`src/design/bdq_pkg.sv`:
```
// bdq_pkg: shared types and constants for the bounded deque block.
// Operation and status codes, controller states, controller command struct.
// No dependencies.
`timescale 1ns / 1ps
`default_nettype none

package bdq_pkg;

    localparam int DEPTH_DEF = 8;
    localparam int OP_W      = 3;
    localparam int DATA_W    = 32;
    localparam int STATUS_W  = 2;
    localparam int OCC_W     = 4;

    typedef enum logic [OP_W-1:0] {
        OP_PUSH_R = 3'd0,
        OP_PUSH_L = 3'd1,
        OP_POP_R  = 3'd2,
        OP_POP_L  = 3'd3,
        OP_PEEK_R = 3'd4,
        OP_PEEK_L = 3'd5,
        OP_DROP_R = 3'd6,
        OP_DROP_L = 3'd7
    } op_t;

    typedef enum logic [STATUS_W-1:0] {
        ST_OK    = 2'd0,
        ST_FULL  = 2'd1,
        ST_EMPTY = 2'd2
    } status_t;

    typedef enum logic [1:0] {
        S_IDLE = 2'd0,
        S_EXEC = 2'd1,
        S_RESP = 2'd2
    } state_t;

    // controller -> datapath
    typedef struct packed {
        logic load;   // capture the accepted item
        logic exec;   // run the operation against the store
    } bdq_cmd_t;

endpackage

`default_nettype wire

```
`src/design/bdq_ram.sv`:
```
// bdq_ram: generic single-port RAM, write or registered read per cycle.
// Depends on nothing.
`timescale 1ns / 1ps
`default_nettype none

module bdq_ram #(
    parameter int WIDTH = 32,
    parameter int DEPTH = 8,
    parameter int AW    = (DEPTH > 1) ? $clog2(DEPTH) : 1
) (
    input  wire logic             clk,
    input  wire logic             we,
    input  wire logic             re,
    input  wire logic [AW-1:0]    addr,
    input  wire logic [WIDTH-1:0] wdata,
    output logic      [WIDTH-1:0] rdata
);

    logic [WIDTH-1:0] mem_reg [DEPTH];
    logic [WIDTH-1:0] rdata_reg;

    always_ff @(posedge clk)
    begin
        if (we)
        begin
            mem_reg[addr] <= wdata;
        end
        if (re)
        begin
            rdata_reg <= mem_reg[addr];
        end
    end

    assign rdata = rdata_reg;

endmodule

`default_nettype wire

```
`src/design/bdq_ctrl.sv`:
```
// bdq_ctrl: request sequencer for the bounded deque (accept, execute, respond).
// Depends on bdq_pkg.
`timescale 1ns / 1ps
`default_nettype none

module bdq_ctrl (
    input  wire logic              clk,
    input  wire logic              rst_n,
    input  wire logic              in_valid,
    output logic                   in_ready,
    output logic                   out_valid,
    input  wire logic              out_ready,
    output bdq_pkg::bdq_cmd_t      cmd
);

    bdq_pkg::state_t state_reg;
    bdq_pkg::state_t state_next;

    always_ff @(posedge clk or negedge rst_n)
    begin
        if (!rst_n)
        begin
            state_reg <= bdq_pkg::S_IDLE;
        end
        else
        begin
            state_reg <= state_next;
        end
    end

    always_comb
    begin
        state_next = state_reg;
        in_ready   = 1'b0;
        out_valid  = 1'b0;
        cmd        = '0;
        case (state_reg)
            bdq_pkg::S_IDLE:
            begin
                in_ready = 1'b1;
                if (in_valid)
                begin
                    cmd.load   = 1'b1;
                    state_next = bdq_pkg::S_EXEC;
                end
            end
            bdq_pkg::S_EXEC:
            begin
                cmd.exec   = 1'b1;
                state_next = bdq_pkg::S_RESP;
            end
            bdq_pkg::S_RESP:
            begin
                out_valid = 1'b1;
                if (out_ready)
                begin
                    state_next = bdq_pkg::S_IDLE;
                end
            end
            default:
            begin
                state_next = bdq_pkg::S_IDLE;
            end
        endcase
    end

endmodule

`default_nettype wire

```
`src/design/bdq_dpath.sv`:
```
// bdq_dpath: head pointer, count, request and result registers, entry store.
// Depends on bdq_pkg and bdq_ram.
`timescale 1ns / 1ps
`default_nettype none

module bdq_dpath #(
    parameter int DEPTH = bdq_pkg::DEPTH_DEF
) (
    input  wire logic                                clk,
    input  wire logic                                rst_n,
    input  wire bdq_pkg::bdq_cmd_t                   cmd,
    input  wire logic [bdq_pkg::OP_W-1:0]            op,
    input  wire logic signed [bdq_pkg::DATA_W-1:0]   push_value,
    output logic signed [bdq_pkg::DATA_W-1:0]        read_value,
    output logic [bdq_pkg::STATUS_W-1:0]             status,
    output logic [bdq_pkg::OCC_W-1:0]                occupancy
);

    localparam int IW = (DEPTH > 1) ? $clog2(DEPTH) : 1;
    localparam int CW = $clog2(DEPTH + 1);
    localparam int SW = CW + 1;
    localparam logic [SW-1:0] DEPTH_S = SW'(DEPTH);
    localparam logic [CW-1:0] DEPTH_C = CW'(DEPTH);
    localparam logic [IW-1:0] LAST_I  = IW'(DEPTH - 1);

    bdq_pkg::op_t                    op_reg;
    logic [bdq_pkg::DATA_W-1:0]      value_reg;
    logic [IW-1:0]                   head_reg, head_next;
    logic [CW-1:0]                   count_reg, count_next;
    bdq_pkg::status_t                status_reg, status_next;
    logic                            rd_sel_reg, rd_sel_next;

    logic [SW-1:0]                   sum_hc, sum_r, tail_s, right_s;
    logic [IW-1:0]                   head_dec, head_inc;
    logic                            is_push, right_end, full, empty;
    logic                            ram_we, ram_re;
    logic [IW-1:0]                   ram_addr;
    logic [bdq_pkg::DATA_W-1:0]      ram_rdata;

    always_comb
    begin
        sum_hc    = SW'(head_reg) + SW'(count_reg);
        sum_r     = sum_hc - SW'(1);
        tail_s    = (sum_hc >= DEPTH_S) ? (sum_hc - DEPTH_S) : sum_hc;
        right_s   = (sum_r >= DEPTH_S) ? (sum_r - DEPTH_S) : sum_r;
        head_dec  = (head_reg == '0) ? LAST_I : (head_reg - IW'(1));
        head_inc  = (head_reg == LAST_I) ? '0 : (head_reg + IW'(1));
        is_push   = op_reg inside {bdq_pkg::OP_PUSH_R, bdq_pkg::OP_PUSH_L};
        right_end = ~op_reg[0];
        full      = (count_reg == DEPTH_C);
        empty     = (count_reg == '0);

        head_next   = head_reg;
        count_next  = count_reg;
        status_next = status_reg;
        rd_sel_next = rd_sel_reg;
        ram_we      = 1'b0;
        ram_re      = 1'b0;
        ram_addr    = right_end ? IW'(right_s) : head_reg;

        if (cmd.exec)
        begin
            status_next = bdq_pkg::ST_OK;
            rd_sel_next = 1'b0;
            if (is_push)
            begin
                if (full)
                begin
                    status_next = bdq_pkg::ST_FULL;
                end
                else
                begin
                    ram_we     = 1'b1;
                    count_next = count_reg + CW'(1);
                    if (right_end)
                    begin
                        ram_addr = IW'(tail_s);
                    end
                    else
                    begin
                        ram_addr  = head_dec;
                        head_next = head_dec;
                    end
                end
            end
            else if (empty)
            begin
                status_next = bdq_pkg::ST_EMPTY;
            end
            else
            begin
                case (op_reg)
                    bdq_pkg::OP_POP_R, bdq_pkg::OP_POP_L,
                    bdq_pkg::OP_PEEK_R, bdq_pkg::OP_PEEK_L:
                    begin
                        ram_re      = 1'b1;
                        rd_sel_next = 1'b1;
                    end
                    default:
                    begin
                        ram_re = 1'b0;
                    end
                endcase
                // pop and drop remove the end entry
                if (op_reg inside {bdq_pkg::OP_POP_R, bdq_pkg::OP_POP_L,
                                   bdq_pkg::OP_DROP_R, bdq_pkg::OP_DROP_L})
                begin
                    count_next = count_reg - CW'(1);
                    if (!right_end)
                    begin
                        head_next = head_inc;
                    end
                end
            end
        end
    end

    always_ff @(posedge clk or negedge rst_n)
    begin
        if (!rst_n)
        begin
            head_reg  <= '0;
            count_reg <= '0;
        end
        else
        begin
            head_reg  <= head_next;
            count_reg <= count_next;
        end
    end

    // payload registers, no reset
    always_ff @(posedge clk)
    begin
        if (cmd.load)
        begin
            op_reg    <= bdq_pkg::op_t'(op);
            value_reg <= push_value;
        end
        status_reg <= status_next;
        rd_sel_reg <= rd_sel_next;
    end

    bdq_ram #(
        .WIDTH (bdq_pkg::DATA_W),
        .DEPTH (DEPTH),
        .AW    (IW)
    ) u_store (
        .clk   (clk),
        .we    (ram_we),
        .re    (ram_re),
        .addr  (ram_addr),
        .wdata (value_reg),
        .rdata (ram_rdata)
    );

    // RAM read data holds until the next read, so it is stable while responding
    assign read_value = rd_sel_reg ? ram_rdata : '0;
    assign status     = status_reg;
    assign occupancy  = bdq_pkg::OCC_W'(count_reg);

endmodule

`default_nettype wire

```
`src/design/bounded_deque_unit.sv`:
```
// bounded_deque_unit: top level of the bounded double-ended queue.
// Depends on bdq_pkg, bdq_ctrl, bdq_dpath (and bdq_ram below it).
`timescale 1ns / 1ps
`default_nettype none

// Channel   Handshake            Payload
// -------   ------------------   -------------------------------------
// request   in_valid / in_ready  op[2:0], push_value[31:0] signed
// result    out_valid/out_ready  read_value[31:0] signed, status[1:0],
//                                occupancy[3:0]
//
// One item is handled at a time: accept, execute against the
// single-port entry RAM, then the result is held on the outputs.
// An item passes through the accept, execute and respond states in turn;
// its result is offered only in the respond state, after execute.
// The RAM's registered read sets the execute-to-result step.
// A stalled result (out_ready low) holds everything; in_ready stays low.
// rst_n clears head pointer, count and sequencer; the store needs no clear.

module bounded_deque_unit #(
    parameter int DEPTH = bdq_pkg::DEPTH_DEF
) (
    input  wire logic                               clk,
    input  wire logic                               rst_n,
    input  wire logic                               in_valid,
    output logic                                    in_ready,
    input  wire logic [bdq_pkg::OP_W-1:0]           op,
    input  wire logic signed [bdq_pkg::DATA_W-1:0]  push_value,
    output logic                                    out_valid,
    input  wire logic                               out_ready,
    output logic signed [bdq_pkg::DATA_W-1:0]       read_value,
    output logic [bdq_pkg::STATUS_W-1:0]            status,
    output logic [bdq_pkg::OCC_W-1:0]               occupancy
);

    bdq_pkg::bdq_cmd_t cmd;

    bdq_ctrl u_ctrl (
        .clk       (clk),
        .rst_n     (rst_n),
        .in_valid  (in_valid),
        .in_ready  (in_ready),
        .out_valid (out_valid),
        .out_ready (out_ready),
        .cmd       (cmd)
    );

    bdq_dpath #(
        .DEPTH (DEPTH)
    ) u_dpath (
        .clk        (clk),
        .rst_n      (rst_n),
        .cmd        (cmd),
        .op         (op),
        .push_value (push_value),
        .read_value (read_value),
        .status     (status),
        .occupancy  (occupancy)
    );

endmodule

`default_nettype wire

```
`config.mk`:
```
export PLATFORM = sky130hd
export DESIGN_NAME = bounded_deque_unit
export DESIGN_NICKNAME = d
export VERILOG_FILES = /design/src/design/bdq_pkg.sv /design/src/design/bdq_ram.sv /design/src/design/bdq_ctrl.sv /design/src/design/bdq_dpath.sv /design/src/design/bounded_deque_unit.sv
export SDC_FILE = /design/constraint.sdc
export NUM_CORES = 1
export LEC_CHECK = 0
export BUFFER_PORTS_ARGS = -buffer_cell sky130_fd_sc_hd__buf_2
export CORE_ASPECT_RATIO = 0.8
export CORE_MARGIN = 3
export CORE_UTILIZATION = 30
export CTS_BUF_LIST = sky130_fd_sc_hd__clkbuf_4 sky130_fd_sc_hd__clkbuf_8
export DETAILED_ROUTE_END_ITERATION = 8
export PLACE_DENSITY = 0.44
export SYNTH_ARGS = -nofsm -noshare
export SYNTH_HDL_FRONTEND = slang
export SYNTH_SLANG_ARGS = --single-unit
```
`constraint.sdc`:
```
create_clock -name clk -period 5.8 [get_ports clk]
set_clock_uncertainty 0.2 [all_clocks]
set_input_delay 0.87 -clock clk [delete_from_list [all_inputs] [get_ports clk]]
set_output_delay 0.87 -clock clk [all_outputs]
set_load 0.02 [all_outputs]
```
After elaboration in Yosys (flattened, before gate mapping) --
Memory sizes are Yosys's and may differ from the RTL's. A register that Yosys moved wholly into a read port is not among the register bits. Cells that the tools add are included.
Word-level totals: flip-flop bits (word level) 47, bits in writable memories 256, input port bits 39, output and inout bits 40, logic and storage cells 84, memories 1
Operators by class: add/sub/neg operators 8, order comparisons 2, eq/ne operators 15, muxes and demuxes 40, reduce and logical (&&, ||, !) cells 11
Memories:
- u_dpath.u_store.mem_reg | words 8, width 32, rd ports 1, clocked after Yosys merged registers in 1, wr ports 1, RTL line bdq_ram.sv:19 | logic [WIDTH-1:0] mem_reg [DEPTH];
Operator list (count):
- $mux W3 | 15
- $mux W32 | 1
- $mux W4 | 4
- $eq A3 B3 Y1 const B | 5
- $mux W1 | 15
- $ge A5 B4 Y1 const B | 2
- $sub A3 B1 Y3 const B | 3
- $mux W2 | 4
- $eq A3 B2 Y1 const B | 2
- $logic_not A3 Y1 | 2
- $ne A2 B2 Y1 const B | 3
- $pmux W2 S3 | 1
- $add A3 B4 Y5 | 1
- $reduce_and A5 Y1 | 1
- $sub A5 B1 Y5 const B | 1
- $add A4 B1 Y4 const B | 1
- $eq A4 B4 Y1 const B | 1
- $logic_not A4 Y1 | 1
- $reduce_and A4 Y1 | 1
- $reduce_bool A2 Y1 | 2
- $reduce_bool A4 Y1 | 1
- $reduce_or A4 Y1 | 1
- $sub A4 B1 Y4 const B | 1
- $add A3 B1 Y3 const B | 1
- 6 further kinds | 6

Logic depth before layout (Yosys ltp) --
Gate-level depths: netlist of run 1.
depth after elaboration 8, gate-level depth with buffers 12, gate-level depth less buffers 10

By module --
From an unflattened synthesis of run 1, not the netlist that was laid out.
Second synthesis, totals: cell total of the unflattened synthesis 606, area total of the unflattened synthesis 12961.2 sq um
Modules (own cells, without submodules):
- bdq_ram | instances 1, cells each 453, area an instance 10820.4 sq um, seq. area each 8648.3 sq um
- bdq_dpath | instances 1, cells each 144, area an instance 2050.7 sq um, seq. area each 1316.3 sq um
- bdq_ctrl | instances 1, cells each 9, area an instance 90.1 sq um, seq. area each 50.0 sq um

Least setup slack after synthesis of run 1 --
Ideal clock, no wire load.
kind flip-flop to flip-flop, from reg u_dpath.count_reg[0], in the netlist u_dpath.occupancy[0], to mem u_dpath.u_store.mem_reg[2][0] (enable), setup time 461 ps, data arrival time 4019 ps, required time 5139 ps, setup slack 1120 ps, cell stages (with the launch flop) 9, path buffers 1, clock period less this slack 4680 ps, cells stage by stage dfrtp_1 ha_1 inv_1 fa_1 xor3_1 nand2_1 and2_1 buf_2 nor3_1
On the way: longest elaborated chain between the ends 8, elaborated cells between the ends (all ways) 19, those cells by class add/sub: 4; order compare: 2; eq/ne: 1; mux: 12
RTL lines:
- start: declaration | RTL line bdq_dpath.sv:29 | logic [CW-1:0] count_reg, count_next;
- start signal: assignment | RTL line bdq_dpath.sv:128 | count_reg <= count_next;
- $add A3 B4 Y5 | RTL line bdq_dpath.sv:42 | sum_hc = SW'(head_reg) + SW'(count_reg);
- $sub A5 B1 Y5 | RTL line bdq_dpath.sv:43 | sum_r = sum_hc - SW'(1);
- $ge A5 B4 Y1 or $sub A3 B1 Y3 (tied branches) | RTL line bdq_dpath.sv:45 | right_s = (sum_r >= DEPTH_S) ? (sum_r - DEPTH_S) : sum_r;
- $mux W3 | RTL line bdq_dpath.sv:45
- $mux W3 | RTL line bdq_dpath.sv:59 | ram_addr = right_end ? IW'(right_s) : head_reg;
- $mux W3 | RTL line bdq_dpath.sv:67 | if (full)
- $mux W3 | RTL line bdq_dpath.sv:65 | if (is_push)
- $mux W3 | RTL line bdq_dpath.sv:61 | if (cmd.exec)
- end: declaration | RTL line bdq_ram.sv:19
Parallel ways exist; a longest one is shown, timed or not.

Final worst setup path of run 1 --
from reg u_dpath.count_reg[0], in the netlist u_dpath.occupancy[0], to reg u_dpath.u_store.rdata_reg[2], in the netlist u_dpath.u_store.rdata[2] (read register of u_dpath.u_store.mem_reg) (data pin)
On the way: longest elaborated chain between the ends 8, elaborated cells between the ends (all ways) 18, those cells by class add/sub: 4; order compare: 2; eq/ne: 1; mux: 10; reduce/logical: 1
RTL lines:
- $add A3 B4 Y5 | RTL line bdq_dpath.sv:42
- $sub A5 B1 Y5 | RTL line bdq_dpath.sv:43
- $ge A5 B4 Y1 or $sub A3 B1 Y3 (tied branches) | RTL line bdq_dpath.sv:45
- $mux W3 | RTL line bdq_dpath.sv:45
- $mux W3 | RTL line bdq_dpath.sv:59
- $mux W3 | RTL line bdq_dpath.sv:67
- $mux W3 | RTL line bdq_dpath.sv:65
- $mux W3 | RTL line bdq_dpath.sv:61
- end: declaration | RTL line bdq_ram.sv:20 | logic [WIDTH-1:0] rdata_reg;
Parallel ways exist; a longest one is shown, timed or not. A chain may end at the register's enable or synchronous reset.

==> results of run 1 <==
[cells by family after synthesis]
logic type	count (synthesis)
buf+inv	56
simple gates	365
compound gates	64
mux	40
flops	335
fa+ha+maj	10
xor+xnor	9
[metrics by stage]
step,util,total power [µW]
2_1_floorplan,-,6170
3_3_place_gp,0.329,7250
3_5_place_dp,0.329,7280
4_1_cts,0.352,9240
5_1_grt,0.352,9730
6_report,0.352,9070
[cell usage after synthesis, types with 2 or more instances]
cell / n
a21o_1: 2
a21oi_1: 8
a32oi_1: 31
and2_1: 37
and3_1: 33
buf_2: 18
buf_4: 8
buf_6: 6
clkbuf_1: 12
dfrtp_1: 9
edfxtp_1: 326
fa_1: 2
ha_1: 8
inv_1: 12
mux2i_1: 38
nand2_1: 198
nand3_1: 64
nand4b_1: 2
nor2_1: 15
nor2b_1: 3
nor3_1: 6
o211ai_1: 2
o21ai_0: 6
o22ai_1: 4
xnor2_1: 3
xor2_1: 4
xor3_1: 2
[what timing repair did]
item	in CTS	in global routing
resized for setup	0	0
hold buffers	1	0
hold endpoints to repair	9	0
[worst max-delay path, delay by kind of cell (launching register included)]
kind                       cells  cell delay (ns)
adders and majority gates      3             0.87
AOI/OAI and AO/OA              2             0.80
buffers and inverters          2             0.53
DFF                            1             0.45
xor gates and xnor gates       2             0.43
and+or+nand+nor                2             0.39
[layout by cell type, fill, tap and decap left out, drive strengths merged, types with 7 or more instances in the layout]
cell type | netlist | layout
inv | 12 | 14
dfrtp | 9 | 9
a32oi | 31 | 31
and3 | 33 | 33
nand2 | 199 | 199
buf | 32 | 96
clkinv | 0 | 24
mux2i | 39 | 39
ha | 8 | 8
nor2 | 16 | 16
a21oi | 8 | 8
nand3 | 65 | 65
o21ai | 7 | 7
edfxtp | 326 | 326
and2 | 37 | 37
clkbuf | 12 | 73
[worst min path at each step]
stage	start	depth (start not counted)	slack (ns)	to
floorplan	u_dpath.head_reg[1]	2	0.30	u_dpath.head_reg[1]
global placement	u_dpath.occupancy[3]	1	0.30	u_dpath.occupancy[3]
detailed placement	u_dpath.occupancy[3]	1	0.33	u_dpath.occupancy[3]
CTS	op[2]	1	0.18	u_dpath.op_reg[2]
global route	push_value[25]	1	0.19	u_dpath.value_reg[25]
finish	push_value[7]	1	0.24	u_dpath.value_reg[7]
[power by group]
group          internal [µW]  total (µW)  switching (µW)
clock                    996        1920             926
sequential              3150        3350             192
combinational           1310        3800            2480
[layout make-up]
cell class,count,area (µm²),area share
Sequential cell,335,10000,0.657
Multi-Input combinational cell,488,2920,0.192
Clock buffer,73,892,0.0586
Tap cell,560,701,0.0460
Timing Repair Buffer,97,548,0.0360
Clock inverter,26,113,0.00739
Inverter,12,45.0,0.00296
[routing by layer]
metal | global-route usage | routed length, µm | up-vias
li1 | - | - | 3482
met1 | 0.201 | 15900 | 3721
met2 | 0.201 | 13700 | 134
met3 | 0.0282 | 1240 | 45
met4 | 0.0385 | 543 | 0
met5 | 0 | 0 | -
==> results.sh, run 1 <==
export IMPL_status="completed"
export IMPL_yosysWarnings=0
export IMPL_drtIter0Drc=419
export IMPL_drv_cap=0
export IMPL_final_cells=1591
export IMPL_arrival_ns=4.06
export IMPL_root_buffer="clkbuf_8"
export IMPL_setup_ws_ns=1.89
export IMPL_area_growth_pct=15.7
export IMPL_avgSynthCellArea_um2=15.0
export IMPL_avgViaCountPerCell=4.64
export IMPL_cts_tree="built"
export IMPL_r2r_setup_slack_ns=1.89
export IMPL_num_vias=7382
export IMPL_holdWs_ns=0.237
export IMPL_htreeDepth=2
export IMPL_hold_class="input port to register"
export IMPL_ys_seq_area_frac=0.760
export IMPL_postSynthCellCount=879
export IMPL_numCtsBuffers=54
export IMPL_post_cts_buffers=0
export IMPL_path_clk_slew_ns=0.06
export IMPL_num_fill_cells=4166
export IMPL_maxSlewViolCount=0
export IMPL_fmax_mhz=256
export IMPL_synth_top_area_share=0.743
export IMPL_end_kind="register"
export IMPL_crit_required_ns=5.96
export IMPL_relSlewSlack=0.261
export IMPL_synth_simple_area_share=0.128
export IMPL_synth_top_area_cell="edfxtp_1"
export IMPL_synthAdderAreaFrac=0.0106
export IMPL_grt_pass1_vias=7529
export IMPL_cp_start_kind="register"
export IMPL_final_area_um2=15200
export IMPL_synth_cell_types=47
export IMPL_placementRows=68
export IMPL_wl_per_cell_um=19.7
export IMPL_setup_viol=0
export IMPL_clkLatencyLatePin_ns=0.60
export IMPL_gr_total_overflow=0
export IMPL_netlist_area_um2=13200
export IMPL_die_x_um=240
export IMPL_dp_hpwl_mm=16.9
export IMPL_synth_async_reset_ratio=0.0269
export IMPL_rsz0062_at_grt="no"
export IMPL_ios=79
export IMPL_r2r_worst_path_cells=11
export IMPL_synth_edf_count=326
export IMPL_fin_setup_tns_ns=0
export IMPL_yosys_register_bits=335
export IMPL_wirelength_mm=31.4
export IMPL_synth_ff_type="edfxtp_1"
export IMPL_synthesis_nets=928
export IMPL_grt_antenna_before_repair=0
export IMPL_cp_slowest_stage_delay_ns=0.62
export IMPL_clockBufferDepth=3
export IMPL_fp_dieH_um=193
export IMPL_track_usage=0.136
export IMPL_port_buffers=78
export IMPL_core_area_um2=43200
export IMPL_fin_crit_ns=3.91
export IMPL_die_area_um2=46500
export IMPL_synth_area_leaders="edfxtp_1 74%, nand2_1 5.6%, mux2i_1 2.9%"
export IMPL_hold_viol_final=0
export IMPL_cpMaxStageDelayCell="o22ai_2"
export IMPL_ant_nets=0
export IMPL_synthMuxAreaShare=0.0317
export IMPL_largest_reg_flops=256
export IMPL_crit_path_end="u_dpath.u_store.rdata[2]"
export IMPL_drc=0
export IMPL_gp_congestion=0.736
export IMPL_drive_gt1_frac=0.191
export IMPL_power_density_nw_per_um2=595
export IMPL_p_leak_uw=0.00531
export IMPL_cts_sinks=335
export IMPL_vdd_ir_drop_max_mv=0.520
export IMPL_crit_top_cell="ha_1"
export IMPL_synth_top_family_by_area="simple AND/OR/NAND/NOR gates"
export IMPL_cp_startpoint="u_dpath.occupancy[0]"
export IMPL_dpl_instance_area_um2=14200
export IMPL_place_ws_ns=1.91
export IMPL_tightest_slew_ns=1.11
export IMPL_synth_compound_area_frac=0.0376
export IMPL_diodes=0
export IMPL_path_class="register to register"
export IMPL_r2r_start="u_dpath.occupancy[0]"
export IMPL_start_util=0.305
export IMPL_post_route_period_util=0.674
export IMPL_r2r_end="u_dpath.u_store.rdata[2]"
export IMPL_grt_max_degree=126
export IMPL_fin_nets=1037
export IMPL_crit_fanout=21
export IMPL_dr_pass1_iters=5
export IMPL_crit_chain="ha_1, inv_1, fa_1, ha_1, xor3_1, nor2_2, xnor2_1, o22ai_2, buf_4, a32oi_1, and3_1"
export IMPL_numPlacedInstances=1491
export IMPL_grt_pass1_wl_mm=47.7
export IMPL_synth_xor_area_share=0.00826
Power figures use the tool's default switching activity.
==> run 2, diff against run 1 <==
--- a/config.mk
+++ b/config.mk
@@ -5,6 +5,7 @@
 export SDC_FILE = /design/constraint.sdc
 export NUM_CORES = 1
 export LEC_CHECK = 0
+export ABC_AREA = 1
 export BUFFER_PORTS_ARGS = -buffer_cell sky130_fd_sc_hd__buf_2
 export CORE_ASPECT_RATIO = 0.8
 export CORE_MARGIN = 3
==> constraint.sdc (replaced) <==
create_clock -name clk -period 3.96 [get_ports clk]
set_clock_uncertainty 0.2 [all_clocks]
set_input_delay 0.594 -clock clk [delete_from_list [all_inputs] [get_ports clk]]
set_output_delay 0.594 -clock clk [all_outputs]
set_load 0.02 [all_outputs]
==> run 2 against run 1 <==
Wire length increased by 14%. First-iteration DRC count increased by 35%. Sequential power increased by 45%. Cell area increased by 12%. Final cell count increased by 30%. Sequential share of layout area decreased by 7.2 points. Non-clock buffer count increased by 54. Largest cell class unchanged. Combinational power increased by 48%. Largest power group unchanged. Via count increased by 25%.
==> results.sh, run 2 <==
export IMPL_synth_simple_area_share=0.217
export IMPL_num_vias=9192
export IMPL_track_usage=0.142
export IMPL_status="completed"
export IMPL_gr_total_overflow=0
export IMPL_synth_async_reset_ratio=0.0269
export IMPL_drc=0
export IMPL_relSlewSlack=0.410
export IMPL_avgSynthCellArea_um2=11.5
export IMPL_die_area_um2=51100
export IMPL_rsz0062_at_grt="no"
export IMPL_largest_reg_flops=256
export IMPL_fin_setup_tns_ns=0
export IMPL_synth_area_leaders="edfxtp_1 67%, nand2_1 9.6%, nand3b_1 6.4%"
export IMPL_drv_cap=0
export IMPL_placementRows=71
export IMPL_crit_chain="ha_1, inv_1, fa_1, ha_1, o21ai_0, nand2_1, nand2_4, inv_2, buf_4, nor3_4, buf_4"
export IMPL_grt_pass1_wl_mm=55.7
export IMPL_dp_hpwl_mm=20.3
export IMPL_synth_compound_area_frac=0.00578
export IMPL_holdWs_ns=0.172
export IMPL_crit_path_end="u_dpath.u_store.mem_reg[6][15]"
export IMPL_maxSlewViolCount=0
export IMPL_die_x_um=252
export IMPL_fin_nets=1459
export IMPL_numCtsBuffers=56
export IMPL_grt_pass1_vias=9254
export IMPL_wl_per_cell_um=17.3
export IMPL_post_route_period_util=0.850
export IMPL_core_area_um2=47400
export IMPL_layout_commonest_cell="nand2_1"
export IMPL_ant_nets=0
export IMPL_fin_util=0.361
export IMPL_synth_cell_types=28
export IMPL_cp_start_kind="register"
export IMPL_arrival_ns=3.46
export IMPL_clkLatencyLatePin_ns=0.63
export IMPL_synth_xor_area_share=0.00241
export IMPL_avgViaCountPerCell=4.43
export IMPL_hold_viol_final=0
export IMPL_yosysWarnings=0
export IMPL_wirelength_mm=35.8
export IMPL_r2r_end="u_dpath.u_store.mem_reg[6][15]"
export IMPL_synthesis_nets=1316
export IMPL_synth_top_family_by_area="simple AND/OR/NAND/NOR gates"
export IMPL_p_leak_uw=0.00711
export IMPL_r2r_start="u_dpath.occupancy[0]"
export IMPL_cpMaxStageDelayCell="dfrtp_1"
export IMPL_grt_max_degree=57
export IMPL_diodes=0
export IMPL_drive_gt1_frac=0.153
export IMPL_fmax_mhz=297
export IMPL_gp_congestion=0.764
export IMPL_fp_dieH_um=203
export IMPL_crit_fanout=20
export IMPL_mostFrequentLayoutCells="367 x nand2_1, 326 x edfxtp_1, 176 x inv_1"
export IMPL_fin_crit_ns=3.37
export IMPL_num_fill_cells=4764
export IMPL_grt_antenna_before_repair=0
export IMPL_hold_class="input port to asynchronous set/reset pin"
export IMPL_cts_resized=0
export IMPL_dr_pass1_iters=5
export IMPL_cts_sinks=335
export IMPL_postSynthCellCount=1267
export IMPL_synth_most_common_cell="nand2_1"
export IMPL_cp_startpoint="u_dpath.occupancy[0]"
export IMPL_ys_seq_area_frac=0.690
export IMPL_synth_ff_type="edfxtp_1"
export IMPL_clockBufferDepth=3
export IMPL_ios=79
export IMPL_htreeDepth=2
export IMPL_cp_slowest_stage_delay_ns=0.43
export IMPL_post_cts_buffers=0
export IMPL_drtIter0Drc=566
export IMPL_synthMuxAreaShare=0
export IMPL_yosys_register_bits=335
export IMPL_synth_top_area_cell="edfxtp_1"
export IMPL_vdd_ir_drop_max_mv=0.475
export IMPL_synth_top_area_share=0.675
export IMPL_root_buffer="clkbuf_8"
export IMPL_synth_edf_count=326
export IMPL_r2r_worst_path_cells=11
export IMPL_area_growth_pct=18.0
export IMPL_cts_tree="built"
export IMPL_synthTopCellsByCount="370 x nand2_1, 326 x edfxtp_1, 177 x inv_1"
export IMPL_netlist_area_um2=14500
export IMPL_crit_required_ns=4.05
export IMPL_setup_viol=0
export IMPL_port_buffers=78
export IMPL_r2r_setup_slack_ns=0.59
export IMPL_power_density_nw_per_um2=786
export IMPL_path_clk_slew_ns=0.06
export IMPL_path_class="register to register"
export IMPL_start_util=0.306
export IMPL_synthAdderAreaFrac=0.00966
export IMPL_tightest_slew_ns=0.885
export IMPL_end_kind="register"
==> run 2: changes by cell type in the layout (fill, tap and decap cells not counted), moves of 6 or more <==
| cell | previous run | this run |
|---|---|---|
| clkinv_1 | 20 | 14 |
| dlygate4sd3_1 | 1 | 38 |
| nand3b_1 | 0 | 124 |
| and3_1 | 32 | 0 |
| clkbuf_4 | 18 | 25 |
| a32oi_1 | 31 | 0 |
| nand2_1 | 198 | 367 |
| and2_1 | 36 | 0 |
| nand3_1 | 64 | 135 |
| buf_4 | 17 | 32 |
| inv_1 | 12 | 176 |
| mux2i_1 | 38 | 0 |
==> run 2: critical path, delay by kind of cell (launching register included) <==
| kind | cells | cell delay (ns) |
|---|---|---|
| buffers and inverters | 4 | 0.77 |
| DFF | 1 | 0.43 |
| AOI/OAI and AO/OA | 1 | 0.14 |
| adders and majority gates | 3 | 0.94 |
| and+or+nand+nor | 3 | 0.55 |
==> run 2: layout make-up <==
| type | count | area (µm²) | area share |
|---|---|---|---|
| Multi-Input combinational cell | 686 | 3520 | 0.206 |
| Inverter | 180 | 676 | 0.0395 |
| Sequential cell | 335 | 10000 | 0.585 |
| Clock inverter | 18 | 76.3 | 0.00446 |
| Tap cell | 620 | 776 | 0.0453 |
| Timing Repair Buffer | 151 | 1070 | 0.0626 |
| Clock buffer | 83 | 986 | 0.0576 |
==> run 2: timing repair <==
| action | 4_1_cts | 5_1_grt |
|---|---|---|
| endpoints found under the setup margin | 0 | 0 |
| hold buffers | 38 | 0 |
| endpoints found under the hold margin | 46 | 0 |
==> run 2: logic make-up after synthesis <==
kind of cell	after synthesis
and+or+nand+nor	656
DFF	335
adders and majority gates	10
xor gates and xnor gates	4
AOI/OAI and AO/OA	16
buffers and inverters	246
==> run 2: worst min-delay path by stage <==
stage	slack, ns	startpoint	to
after global routing	0.17	rst_n	u_dpath.head_reg[2]
final	0.17	rst_n	u_dpath.head_reg[2]
after floorplan	0.1	rst_n	u_ctrl.state_reg[0]
after detailed placement	0.28	rst_n	u_dpath.occupancy[2]
after global placement	0.28	rst_n	u_dpath.occupancy[2]
after CTS	0.12	rst_n	u_dpath.head_reg[2]
==> run 2: through the flow <==
step | std cells | worst slack, ns | total power, µW | area, µm²
5_1_grt | 2073 | 0.337 | 14600 | 17100
3_3_place_gp | 1934 | 0.580 | 10600 | 15700
3_5_place_dp | 1934 | 0.535 | 10700 | 15700
6_report | 2073 | 0.593 | 13500 | 17100
2_1_floorplan | 1267 | -0.163 | 8930 | 14600
4_1_cts | 2073 | 0.531 | 13700 | 17100
==> run 2: where the power goes <==
group / total (µW) / switching (µW) / leakage [µW] / internal [µW]
clock network: 2970 / 1390 / 0.000570 / 1580
registers: 4870 / 275 / 0.00307 / 4600
logic: 5610 / 3910 / 0.00347 / 1700
==> run 2: per-layer routing <==
layer,part of all wire,routed length [µm],vias up,track usage
li1,-,-,4520,-
met1,0.49,17400,4446,0.198
met2,0.45,16200,172,0.223
met3,0.041,1460,54,0.0274
met4,0.020,703,0,0.0436
met5,0,0,-,0
==> run 3, diff against run 2 <==
--- a/config.mk
+++ b/config.mk
@@ -5,7 +5,6 @@
 export SDC_FILE = /design/constraint.sdc
 export NUM_CORES = 1
 export LEC_CHECK = 0
-export ABC_AREA = 1
 export BUFFER_PORTS_ARGS = -buffer_cell sky130_fd_sc_hd__buf_2
 export CORE_ASPECT_RATIO = 0.8
 export CORE_MARGIN = 3
==> run 3 against run 2 <==
Register-to-register slack worse by 0.05 ns. Clock power fell by 6%. Critical path depth stayed put. First-iteration DRC count rose by 6.9%. Non-clock buffer count decreased by 5. Global-route usage fell by 0.23 points. Largest power group unchanged. Highest routed layer unchanged.
==> results.sh, run 3 (synthesized netlist as in run 1, its figures left out) <==
export IMPL_gp_congestion=0.753
export IMPL_cpMaxStageDelayCell="dfrtp_1"
export IMPL_wirelength_mm=32.2
export IMPL_die_x_um=240
export IMPL_clkLatencyLatePin_ns=0.60
export IMPL_cp_slowest_stage_delay_ns=0.45
export IMPL_grt_max_degree=57
export IMPL_num_fill_cells=4135
export IMPL_area_growth_pct=20.0
export IMPL_ant_nets=0
export IMPL_rsz0062_at_grt="no"
export IMPL_grt_antenna_before_repair=0
export IMPL_cp_start_kind="register"
export IMPL_diodes=0
export IMPL_wl_per_cell_um=19.7
export IMPL_fin_crit_ns=3.42
export IMPL_crit_required_ns=4.10
export IMPL_fp_dieH_um=193
export IMPL_post_cts_buffers=0
export IMPL_die_area_um2=46500
export IMPL_clockBufferDepth=3
export IMPL_hold_class="input port to register"
export IMPL_fmax_mhz=292
export IMPL_path_class="register to register"
export IMPL_hold_viol_final=0
export IMPL_dpl_instance_area_um2=14500
export IMPL_numCtsBuffers=53
export IMPL_crit_top_cell="ha_1"
export IMPL_vdd_ir_drop_max_mv=0.501
export IMPL_root_buffer="clkbuf_8"
export IMPL_use_met1=0.201
export IMPL_fin_setup_tns_ns=0
export IMPL_tightest_slew_ns=0.745
export IMPL_setup_viol=0
export IMPL_arrival_ns=3.56
export IMPL_num_vias=7509
export IMPL_cts_resized=0
export IMPL_crit_chain="ha_1, inv_1, fa_1, ha_1, nor2_1, a21oi_1, mux2i_4, buf_12, mux2i_1, a32oi_1, and3_1"
export IMPL_hold_buffers=37
export IMPL_r2r_end="u_dpath.u_store.rdata[5]"
export IMPL_met2_usage=0.216
export IMPL_whs_endpoint="u_ctrl.state_reg[1]"
export IMPL_drtIter0Drc=605
export IMPL_post_route_period_util=0.864
export IMPL_hold_start="out_ready"
export IMPL_grt_pass1_wl_mm=49.0
export IMPL_fin_nets=1085
export IMPL_mostFrequentLayoutCells="326 x edfxtp_1, 198 x nand2_1, 78 x buf_2"
export IMPL_end_kind="register"
export IMPL_r2r_worst_path_cells=11
export IMPL_worstHoldPathCells=3
export IMPL_p_leak_uw=0.00555
export IMPL_r2r_start="u_dpath.occupancy[0]"
export IMPL_cts_sinks=335
export IMPL_port_buffers=78
export IMPL_avgViaCountPerCell=4.59
export IMPL_drive_gt1_frac=0.195
export IMPL_htreeDepth=2
export IMPL_ios=79
export IMPL_status="completed"
export IMPL_grt_pass1_vias=7772
export IMPL_crit_fanout=56
export IMPL_final_area_um2=15800
export IMPL_dr_pass1_iters=5
export IMPL_path_clk_slew_ns=0.06
export IMPL_drv_cap=0
export IMPL_r2r_setup_slack_ns=0.54
export IMPL_gr_usage_met3=0.0269
export IMPL_dp_hpwl_mm=17.4
export IMPL_gr_total_overflow=0
export IMPL_power_density_nw_per_um2=861
export IMPL_largest_reg_flops=256
export IMPL_placementRows=68
export IMPL_start_util=0.305
export IMPL_track_usage=0.139
export IMPL_relSlewSlack=0.504
export IMPL_drc=0
export IMPL_maxSlewViolCount=0
export IMPL_grt_busiest_layer="met2"
export IMPL_cts_tree="built"
export IMPL_core_area_um2=43200
export IMPL_layout_commonest_cell="edfxtp_1"
## run 3: worst max path at each step
stage	from	end	slack, ns	cells after the start
after detailed placement	u_dpath.occupancy[0]	u_dpath.u_store.rdata[3]	0.54	11
after global placement	u_dpath.occupancy[0]	u_dpath.u_store.rdata[6]	0.56	11
after floorplan	u_dpath.occupancy[0]	u_dpath.u_store.mem_reg[2][0]	-0.72	8
final	u_dpath.occupancy[0]	u_dpath.u_store.rdata[5]	0.54	11
after CTS	u_dpath.occupancy[0]	u_dpath.u_store.rdata[7]	0.53	11
after global routing	u_dpath.occupancy[0]	u_dpath.u_store.rdata[7]	0.29	11
## run 3: layout make-up
type	count	area, µm²	share of cell area
inverter	12	45.0	0.00285
clock buffer	72	872	0.0552
sequential	335	10000	0.634
multi-input combinational	488	2930	0.186
timing repair buffer	146	1130	0.0716
tap	560	701	0.0443
clock inverter	23	105	0.00665
## run 3: power breakdown
part	switching, µW	internal [µW]
sequential	285	4620
clock	1350	1430
combinational	3710	2210
total	5350	8250
## run 3: per-layer routing
layer	wire [µm]	vias up	share of wire
met1	15400	3712	0.48
li1	-	3586	-
met3	1500	48	0.047
met4	586	0	0.018
met5	0	-	0
met2	14700	163	0.46
## run 3: per-stage QoR
step	hold slack [ns]	utilization	worst slack, ns	cells	power [µW]
floorplan	0.0984	-	-0.720	879	9040
global placement	0.280	0.334	0.560	1504	11000
detailed placement	0.279	0.334	0.541	1504	11000
CTS	0.0167	0.366	0.527	1636	13800
global route	0.0504	0.366	0.291	1636	14600
finish	0.0756	0.366	0.540	1636	13600
## run 3: critical path: cells and delay by family (launching register included)
| kind | cells | cell delay, ns |
|---|---|---|
| and+or+nand+nor | 2 | 0.26 |
| DFF | 1 | 0.45 |
| AOI/OAI and AO/OA | 2 | 0.16 |
| muxes | 2 | 0.65 |
| buffers and inverters | 2 | 0.39 |
| adders and majority gates | 3 | 0.99 |
